File: src/bdpe_pkg.sv
`timescale 1ns / 1ps
// ----------------------------------------------------------------------------
// bdpe_pkg
// Shared types and constants of the button debounce and press event unit.
// ----------------------------------------------------------------------------
package bdpe_pkg;

  localparam int NumButtonsDefault = 8;

  localparam int IdxW      = 3;
  localparam int IntegW    = 8;
  localparam int HoldW     = 16;
  localparam int OwnerW    = 4;
  localparam int CfgIdxW   = 3;
  localparam int CfgDataW  = 16;
  localparam int InDataW   = 8;
  localparam int OutDataW  = 8;

  localparam logic             ActiveHighRst       = 1'b1;
  localparam logic             DebounceEnableRst   = 1'b1;
  localparam logic [IntegW-1:0] IntegratorMaxRst   = 8'd5;
  localparam logic [HoldW-1:0]  LongPressTicksRst  = 16'd100;
  localparam logic             ShortEnableRst      = 1'b1;
  localparam logic             ReleaseEnableRst    = 1'b1;
  localparam logic             LongEnableRst       = 1'b1;
  localparam logic             ReleaseAfterLongRst = 1'b0;

  typedef enum logic [1:0] {
    EV_NONE    = 2'd0,
    EV_SHORT   = 2'd1,
    EV_RELEASE = 2'd2,
    EV_LONG    = 2'd3
  } event_e;

  typedef enum logic {
    ACT_SAMPLE = 1'b0,
    ACT_TICK   = 1'b1
  } action_e;

  typedef enum logic [CfgIdxW-1:0] {
    CFG_ACTIVE_HIGH        = 3'd0,
    CFG_DEBOUNCE_ENABLE    = 3'd1,
    CFG_INTEGRATOR_MAX     = 3'd2,
    CFG_LONG_PRESS_TICKS   = 3'd3,
    CFG_SHORT_ENABLE       = 3'd4,
    CFG_RELEASE_ENABLE     = 3'd5,
    CFG_LONG_ENABLE        = 3'd6,
    CFG_RELEASE_AFTER_LONG = 3'd7
  } cfg_reg_e;

  // per button state word: integrator and debounced level
  typedef struct packed {
    logic [IntegW-1:0] integ;
    logic              level;
  } entry_t;

endpackage

File: src/button_debounce_press_events_unit.sv
`timescale 1ns / 1ps
// ----------------------------------------------------------------------------
// button_debounce_press_events_unit
// Debounces push buttons and reports short press, release and long press.
// ----------------------------------------------------------------------------
// Usage:
//   s_axis carries one request per cycle while the receiver is ready: tuser
//   is the action (sample or tick), tdata holds the button index and the raw
//   pin level. Every request gives exactly one result on m_axis: event code,
//   button and debounced level. The cfg channel writes one register per
//   cycle and is always ready; write it only while no request is in flight.
//   Per button state (integrator and level) sits in a small synchronous
//   memory read at accept time and written back when the request moves on to
//   the output register; a write to the entry being read in the same cycle
//   is forwarded. Owner, hold counter and long press flag live in registers.
//   Throughput is one request per cycle while the receiver is ready, set by
//   the single read/modify/write pass through the state memory. Reset clears
//   the global state and the valid bits of the memory and loads register
//   defaults. When the receiver stalls, the output register holds and the
//   compute stage holds behind it, so at most two requests are buffered.
// ----------------------------------------------------------------------------
module button_debounce_press_events_unit #(
  parameter int NUM_BUTTONS = bdpe_pkg::NumButtonsDefault
) (
  input  logic                           clk_i,
  input  logic                           rst_ni,
  input  logic                           s_axis_tvalid,
  output logic                           s_axis_tready,
  // [2:0] button_index, [3] raw_level, [7:4] zero
  input  logic [bdpe_pkg::InDataW-1:0]   s_axis_tdata,
  // [0] action
  input  logic                           s_axis_tuser,
  output logic                           m_axis_tvalid,
  input  logic                           m_axis_tready,
  // [1:0] event_res, [4:2] event_button, [5] debounced_level, [7:6] zero
  output logic [bdpe_pkg::OutDataW-1:0]  m_axis_tdata,
  input  logic                           cfg_valid_i,
  output logic                           cfg_ready_o,
  input  logic [bdpe_pkg::CfgIdxW-1:0]   cfg_index_i,
  input  logic [bdpe_pkg::CfgDataW-1:0]  cfg_data_i
);

  localparam int AddrW = (NUM_BUTTONS > 1) ? $clog2(NUM_BUTTONS) : 1;
  localparam logic [bdpe_pkg::OwnerW-1:0] NumBtn = bdpe_pkg::OwnerW'(NUM_BUTTONS);
  localparam logic [bdpe_pkg::HoldW-1:0]  HoldMax = '1;

  // configuration registers
  logic                          active_high_q;
  logic                          debounce_enable_q;
  logic [bdpe_pkg::IntegW-1:0]   integrator_max_q;
  logic [bdpe_pkg::HoldW-1:0]    long_press_ticks_q;
  logic                          short_enable_q;
  logic                          release_enable_q;
  logic                          long_enable_q;
  logic                          release_after_long_q;

  assign cfg_ready_o = 1'b1;

  always_ff @(posedge clk_i or negedge rst_ni) begin
    if (!rst_ni) begin
      active_high_q        <= bdpe_pkg::ActiveHighRst;
      debounce_enable_q    <= bdpe_pkg::DebounceEnableRst;
      integrator_max_q     <= bdpe_pkg::IntegratorMaxRst;
      long_press_ticks_q   <= bdpe_pkg::LongPressTicksRst;
      short_enable_q       <= bdpe_pkg::ShortEnableRst;
      release_enable_q     <= bdpe_pkg::ReleaseEnableRst;
      long_enable_q        <= bdpe_pkg::LongEnableRst;
      release_after_long_q <= bdpe_pkg::ReleaseAfterLongRst;
    end else if (cfg_valid_i) begin
      unique case (bdpe_pkg::cfg_reg_e'(cfg_index_i))
        bdpe_pkg::CFG_ACTIVE_HIGH:        active_high_q        <= cfg_data_i[0];
        bdpe_pkg::CFG_DEBOUNCE_ENABLE:    debounce_enable_q    <= cfg_data_i[0];
        bdpe_pkg::CFG_INTEGRATOR_MAX:
          integrator_max_q <= cfg_data_i[bdpe_pkg::IntegW-1:0];
        bdpe_pkg::CFG_LONG_PRESS_TICKS:   long_press_ticks_q   <= cfg_data_i;
        bdpe_pkg::CFG_SHORT_ENABLE:       short_enable_q       <= cfg_data_i[0];
        bdpe_pkg::CFG_RELEASE_ENABLE:     release_enable_q     <= cfg_data_i[0];
        bdpe_pkg::CFG_LONG_ENABLE:        long_enable_q        <= cfg_data_i[0];
        bdpe_pkg::CFG_RELEASE_AFTER_LONG: release_after_long_q <= cfg_data_i[0];
        default: ;
      endcase
    end
  end

  // handshake and pipeline control
  logic s1_vld_q, out_vld_q;
  logic out_load, s1_go, in_acc;

  assign out_load      = !out_vld_q || m_axis_tready;
  assign s1_go         = s1_vld_q && out_load;
  assign s_axis_tready = !s1_vld_q || out_load;
  assign in_acc        = s_axis_tvalid && s_axis_tready;
  assign m_axis_tvalid = out_vld_q;

  logic [bdpe_pkg::IdxW-1:0] in_idx;
  logic [AddrW-1:0]          in_addr;
  assign in_idx  = s_axis_tdata[bdpe_pkg::IdxW-1:0];
  assign in_addr = AddrW'(in_idx);

  // stage 1 request registers
  logic                      s1_tick_q;
  logic [bdpe_pkg::IdxW-1:0] s1_idx_q;
  logic                      s1_raw_q;
  logic [AddrW-1:0]          s1_addr;
  assign s1_addr = AddrW'(s1_idx_q);

  // state memory, valid bits and forwarding
  bdpe_pkg::entry_t mem_q [NUM_BUTTONS];
  logic [NUM_BUTTONS-1:0] vld_q;
  bdpe_pkg::entry_t rd_q, fwd_data_q, cur, nxt;
  logic rd_vld_q, fwd_q;
  logic wr_en;

  // global state
  logic [bdpe_pkg::OwnerW-1:0] owner_q, owner_d;
  logic [bdpe_pkg::HoldW-1:0]  hold_q, hold_d;
  logic                        long_fired_q, long_fired_d;

  logic in_range;
  logic [bdpe_pkg::OwnerW-1:0] self_id;
  logic [bdpe_pkg::IntegW-1:0] v;
  logic now_p, last_p, is_owner;
  bdpe_pkg::event_e ev;
  logic [bdpe_pkg::IdxW-1:0] res_btn;
  logic res_lvl;

  assign in_range = ({1'b0, s1_idx_q} < NumBtn);
  assign self_id  = {1'b0, s1_idx_q} + 4'd1;
  assign cur      = fwd_q ? fwd_data_q : (rd_vld_q ? rd_q : '0);
  assign wr_en    = s1_go && !s1_tick_q && in_range;

  always_comb begin
    v            = cur.integ;
    nxt          = cur;
    owner_d      = owner_q;
    hold_d       = hold_q;
    long_fired_d = long_fired_q;
    ev           = bdpe_pkg::EV_NONE;
    res_btn      = '0;
    res_lvl      = 1'b0;
    now_p        = 1'b0;
    last_p       = 1'b0;
    is_owner     = 1'b0;
    if (s1_tick_q) begin
      if (long_enable_q && owner_q != '0 && !long_fired_q && hold_q != HoldMax) begin
        hold_d = hold_q + 16'd1;
      end
    end else begin
      res_btn = s1_idx_q;
      if (in_range) begin
        if (debounce_enable_q) begin
          if (!s1_raw_q) begin
            if (v != '0) v = v - 8'd1;
          end else if (v < integrator_max_q) begin
            v = v + 8'd1;
          end
          if (v == '0) begin
            nxt.level = 1'b0;
          end else if (v >= integrator_max_q) begin
            v = integrator_max_q;
            nxt.level = 1'b1;
          end
          nxt.integ = v;
        end else begin
          nxt.level = s1_raw_q;
        end
        now_p    = (nxt.level == active_high_q);
        last_p   = (cur.level == active_high_q);
        is_owner = (owner_q == self_id);
        if (now_p && !last_p && owner_q == '0) begin
          owner_d = self_id;
          if (short_enable_q) ev = bdpe_pkg::EV_SHORT;
        end else if (last_p && !now_p && is_owner) begin
          if (release_enable_q &&
              !(long_enable_q && !release_after_long_q && long_fired_q)) begin
            ev = bdpe_pkg::EV_RELEASE;
          end
          long_fired_d = 1'b0;
          hold_d       = '0;
          owner_d      = '0;
        end else if (long_enable_q && is_owner && !long_fired_q &&
                     hold_q >= long_press_ticks_q) begin
          hold_d       = '0;
          long_fired_d = 1'b1;
          ev           = bdpe_pkg::EV_LONG;
        end
        res_lvl = nxt.level;
      end
    end
  end

  always_ff @(posedge clk_i) begin
    if (wr_en) begin
      mem_q[s1_addr] <= nxt;
    end
    if (in_acc) begin
      rd_q       <= mem_q[in_addr];
      fwd_data_q <= nxt;
    end
  end

  always_ff @(posedge clk_i or negedge rst_ni) begin
    if (!rst_ni) begin
      vld_q    <= '0;
      rd_vld_q <= 1'b0;
      fwd_q    <= 1'b0;
    end else begin
      if (wr_en) vld_q[s1_addr] <= 1'b1;
      if (in_acc) begin
        rd_vld_q <= vld_q[in_addr];
        fwd_q    <= wr_en && (s1_addr == in_addr);
      end
    end
  end

  // request stage
  always_ff @(posedge clk_i or negedge rst_ni) begin
    if (!rst_ni) begin
      s1_vld_q <= 1'b0;
    end else if (s_axis_tready) begin
      s1_vld_q <= s_axis_tvalid;
    end
  end

  always_ff @(posedge clk_i) begin
    if (in_acc) begin
      s1_tick_q <= (bdpe_pkg::action_e'(s_axis_tuser) == bdpe_pkg::ACT_TICK);
      s1_idx_q  <= in_idx;
      s1_raw_q  <= s_axis_tdata[bdpe_pkg::IdxW];
    end
  end

  // global state update
  always_ff @(posedge clk_i or negedge rst_ni) begin
    if (!rst_ni) begin
      owner_q      <= '0;
      hold_q       <= '0;
      long_fired_q <= 1'b0;
    end else if (s1_go) begin
      owner_q      <= owner_d;
      hold_q       <= hold_d;
      long_fired_q <= long_fired_d;
    end
  end

  // output register
  logic [1:0]                out_ev_q;
  logic [bdpe_pkg::IdxW-1:0] out_btn_q;
  logic                      out_lvl_q;

  always_ff @(posedge clk_i or negedge rst_ni) begin
    if (!rst_ni) begin
      out_vld_q <= 1'b0;
    end else if (out_load) begin
      out_vld_q <= s1_vld_q;
    end
  end

  always_ff @(posedge clk_i) begin
    if (s1_go) begin
      out_ev_q  <= ev;
      out_btn_q <= res_btn;
      out_lvl_q <= res_lvl;
    end
  end

  assign m_axis_tdata = {2'b00, out_lvl_q, out_btn_q, out_ev_q};

  // checks
  a_owner_range: assert property (@(posedge clk_i) disable iff (!rst_ni)
    owner_q <= NumBtn)
    else $error("owner out of range");

  a_long_needs_owner: assert property (@(posedge clk_i) disable iff (!rst_ni)
    long_fired_q |-> owner_q != '0)
    else $error("long press flag without owner");

  a_hold_needs_owner: assert property (@(posedge clk_i) disable iff (!rst_ni)
    hold_q != '0 |-> owner_q != '0)
    else $error("hold counter running without owner");

endmodule
File: config.mk
export PLATFORM = sky130hd
export DESIGN_NAME = button_debounce_press_events_unit
export DESIGN_NICKNAME = d
export VERILOG_FILES = /design/src/bdpe_pkg.sv /design/src/button_debounce_press_events_unit.sv
export SDC_FILE = /design/constraint.sdc
export NUM_CORES = 1
export LEC_CHECK = 0
export BUFFER_PORTS_ARGS = -buffer_cell sky130_fd_sc_hd__buf_2
export CORE_ASPECT_RATIO = 1.5
export CORE_MARGIN = 5
export CORE_UTILIZATION = 55
export CTS_BUF_LIST = sky130_fd_sc_hd__clkbuf_8 sky130_fd_sc_hd__clkbuf_16
export DETAILED_ROUTE_END_ITERATION = 12
export PLACE_DENSITY = 0.77
export SLEW_MARGIN = 25
export SYNTH_ARGS = -nofsm -noshare
export SYNTH_HDL_FRONTEND = slang
export SYNTH_SLANG_ARGS = --single-unit
File: constraint.sdc
create_clock -name clk_i -period 6.75 [get_ports clk_i]
set_clock_uncertainty 0.2 [all_clocks]
set_input_delay 1.0125 -clock clk_i [delete_from_list [all_inputs] [get_ports clk_i]]
set_output_delay 1.0125 -clock clk_i [all_outputs]
set_load 0.05 [all_outputs]
==> results.yml <==
outcome:
  status: "completed"
clock_network:
  cts.reportedPaths.clkPinSlew_ps: 70
  cts_hold_buf: 0
  cts_root_buf: "clkbuf_16"
  cts_tree: "yes"
  clock-sinks: 164
  cts_setup_buffers: 0
  numCtsBuffers: 17
  clock_latency_ps: 430
  htree_levels: 4
  cts.path.max_buffers: 2
  ctsResizeCount: 0
grt:
  antenna_found_initial: 0
  grt_start_max_net_pins: 64
  grt-ovfl-total: 0
  grt_pass1_vias: 5754
  grtUsageTotal: 0.206
  grt_pass1_wl_um: 29100
placed_design:
  place_congestion: 0.931
  hpwl_um: 12700
  dp.cells: 904
  io_buffers: 36
synth:
  yosysSeqAreaShare: 0.549
  synth-xor-area-share: 0.0323
  synth_edf_count: 101
  syn_area_per_cell_um2: 12.1
  synth_top_family_by_area: "simple AND/OR/NAND/NOR gates"
  synth.largest_area_cell: "edfxtp_1"
  synth_area_leaders: "edfxtp_1, dfrtp_1, ha_1"
  synth_area_mm2: 0.00842
  syn_inst: 694
  synthAdderAreaFrac: 0.0535
  synthSimpleGateAreaFrac: 0.123
  synth_cell_types: 76
  ys_seq_elements: 164
  synth.top_cell.area_share: 0.360
  synth_mux_area_frac: 0.0984
  yosys_most_used_dff: "edfxtp_1"
  async_flop_share: 0.384
  ys_warn_count: 0
  synth-compound-area-share: 0.101
detailed_routing:
  vias_per_cell: 5.96
  drt_wl_total_um: 17800
  wl_per_cell_um: 19.1
  drtPass1Iterations: 5
  drtIter0Drc: 281
  drc_errors: 0
  ant_nets: 0
  dr_total_vias: 5581
run:
  cap_violations: 0
layout:
  synthToLayoutAreaGrowth_pct: 10.9
  diodes: 0
  nNetsFinal: 793
  n_fill_cell: 1133
  drive_above_1_share: 0.228
  stdcell_count: 936
sta:
  slew_headroom: 0.295
  period_share: 0.869
  max_freq_ghz: 0.171
  slew_viol_final: 0
  finalSetupViolCount: 0
  tns_ps: 0
  period_needed_ps: 5860
  rsz0062_at_grt: "false"
  tightest_slew_ps: 1050
  final_hold_viol_count: 0
die:
  initial_core_util: 0.558
  core.rowCount: 55
  coreArea_mm2: 0.0151
  dieArea_mm2: 0.0179
  fp.dieH_um: 161
  dieWidth_um: 111
  io_pins: 44
pwr:
  peakVddDrop_mv: 0.229
  power_leakage_nw: 3.68
  power_density_mw_per_mm2: 319
critical_path:
  critPathKind: "flop to flop"
  slowest_delay_ps: 890
  endpoint_kind: "flop"
  critPathMaxFanout: 28
  startpoint_type: "flop"
  cp_data_required_time_ps: 6830
  slowest_stage: "dfrtp_1"
  path_cells: "nand2_1 > o21a_1 > inv_2 > ha_1 > a211oi_1 > o21bai_1 > or3_1 > nand2_1 > o21ai_0 > xnor2_1 > ha_1 > nand2b_1 > a21oi_1 > nor2b_1 > o21ai_0 > a21oi_1 > o41ai_2 > buf_4 > a21oi_1 > a21o_1 > o211a_2 > nor3_4 > o21ai_0"
  worst_ep_arrival_time_ps: 5940
min_path:
  hold_path.class: "flop to flop"
logic make-up (layout without fill, tap and decap cells):
| family | after synthesis | in the layout |
|---|---|---|
| other cells | 2 | 3 |
| fa+ha+maj | 36 | 36 |
| xor+xnor | 31 | 31 |
| simple gates | 204 | 204 |
| compound gates | 129 | 129 |
| mux | 54 | 54 |
| flops | 164 | 164 |
| buf+inv | 74 | 116 |
stage by stage:
step / util / worst slack, ps / cell area (µm²) / total power [mW] / hold WS (ps)
after CTS: 0.619 / 870 / 9330 / 2.99 / 268
after detailed placement: 0.580 / 916 / 8750 / 2.05 / 251
final: 0.619 / 886 / 9330 / 2.97 / 268
after global placement: 0.580 / 930 / 8750 / 2.01 / 246
after global routing: 0.619 / 315 / 9330 / 3.14 / 290
after floorplan: - / 1230 / 8420 / 1.85 / 234
registers in the layout (all words and copies together) (netlist names), 2 cells and up:
name / flops
rd_q: 9
owner_q: 4
s1_addr: 3
mem_q: 72
out_ev_q: 2
fwd_data_q: 9
long_press_ticks_q: 16
hold_q: 16
vld_q: 8
integrator_max_q: 8
out_btn_q: 3
final timing paths:
check | start | end | slack [ps] | cells after the start
hold reg to reg | vld_q[3]$_DFFE_PN0P_ | vld_q[3]$_DFFE_PN0P_ | 270 | 1
setup / recovery | fwd_q$_DFFE_PN0P_ | hold_q[1]$_DFFE_PN0P_ | 890 | 23
hold / removal | vld_q[3]$_DFFE_PN0P_ | vld_q[3]$_DFFE_PN0P_ | 270 | 1
min in group asynchronous | rst_ni | long_press_ticks_q[10]$_DFFE_PN0P_ | 520 | 2
max in group asynchronous | rst_ni | owner_q[2]$_DFFE_PN0P_ | 5260 | 2
setup reg to reg | fwd_q$_DFFE_PN0P_ | hold_q[1]$_DFFE_PN0P_ | 890 | 23
report_power, final:
| group | internal (mW) | switching [mW] |
|---|---|---|
| combinational | 0.286 | 0.447 |
| sequential | 1.22 | 0.0768 |
| clock | 0.495 | 0.445 |
cell type report:
class | count | area (µm²) | share of cell area
sequential | 164 | 4620 | 0.495
clock buffer | 17 | 425 | 0.0456
timing repair buffer | 44 | 240 | 0.0257
inverter | 40 | 153 | 0.0164
tap | 199 | 249 | 0.0267
clock inverter | 15 | 154 | 0.0165
multi-input combinational | 457 | 3490 | 0.374
worst max-delay path: cells and delay by family (launching register included):
family,cells,cell delay (ps)
compound gates,12,2000
xor+xnor,1,200
fa+ha+maj,2,550
buf+inv,2,490
flops,1,890
simple gates,6,1370
metal layers:
layer,part of all wire,up-vias,track usage
li1,-,2589,-
met1,0.37,2783,0.231
met2,0.55,167,0.380
met3,0.045,42,0.0304
met4,0.036,0,0.0997
met5,0,-,0
cell usage after synthesis, types with 13 or more instances:
| master | number |
|---|---|
| nand3_1 | 18 |
| edfxtp_1 | 101 |
| nor3_1 | 16 |
| mux4_2 | 20 |
| ha_1 | 36 |
| xor2_1 | 13 |
| nor2_1 | 37 |
| inv_1 | 36 |
| nand2_1 | 67 |
| a21oi_1 | 29 |
| dfrtp_1 | 53 |
| o21ai_0 | 42 |
| clkbuf_1 | 17 |
| xnor2_1 | 18 |
| mux2_2 | 29 |
cells in the final DEF, fill, tap and decap left out, drive strengths merged, types with 3 or more instances in the layout:
cell,Yosys,final
mux2i,4,4
a21o,4,4
nor2b,5,5
buf,17,44
nor4,4,4
clkinv,1,5
nand4,8,8
mux4,20,20
a22oi,4,4
or3,3,3
inv,39,48
xor2,13,13
edfxtp,101,101
dfstp,10,10
nor2,37,37
nand3,18,18
a21oi,31,31
and2,7,7
mux2,30,30
o211ai,4,4
ha,36,36
nand3b,4,4
a211oi,4,4
conb,2,3
clkbuf,17,17
xnor2,18,18
or2,9,9
o21ai,48,48
nand4b,4,4
nor3,17,17
o21a,4,4
and3,5,5
nand2b,10,10
nand2,67,67
a31oi,6,6
dfrtp,53,53
Note: power is estimated with default switching activity, not from simulation.
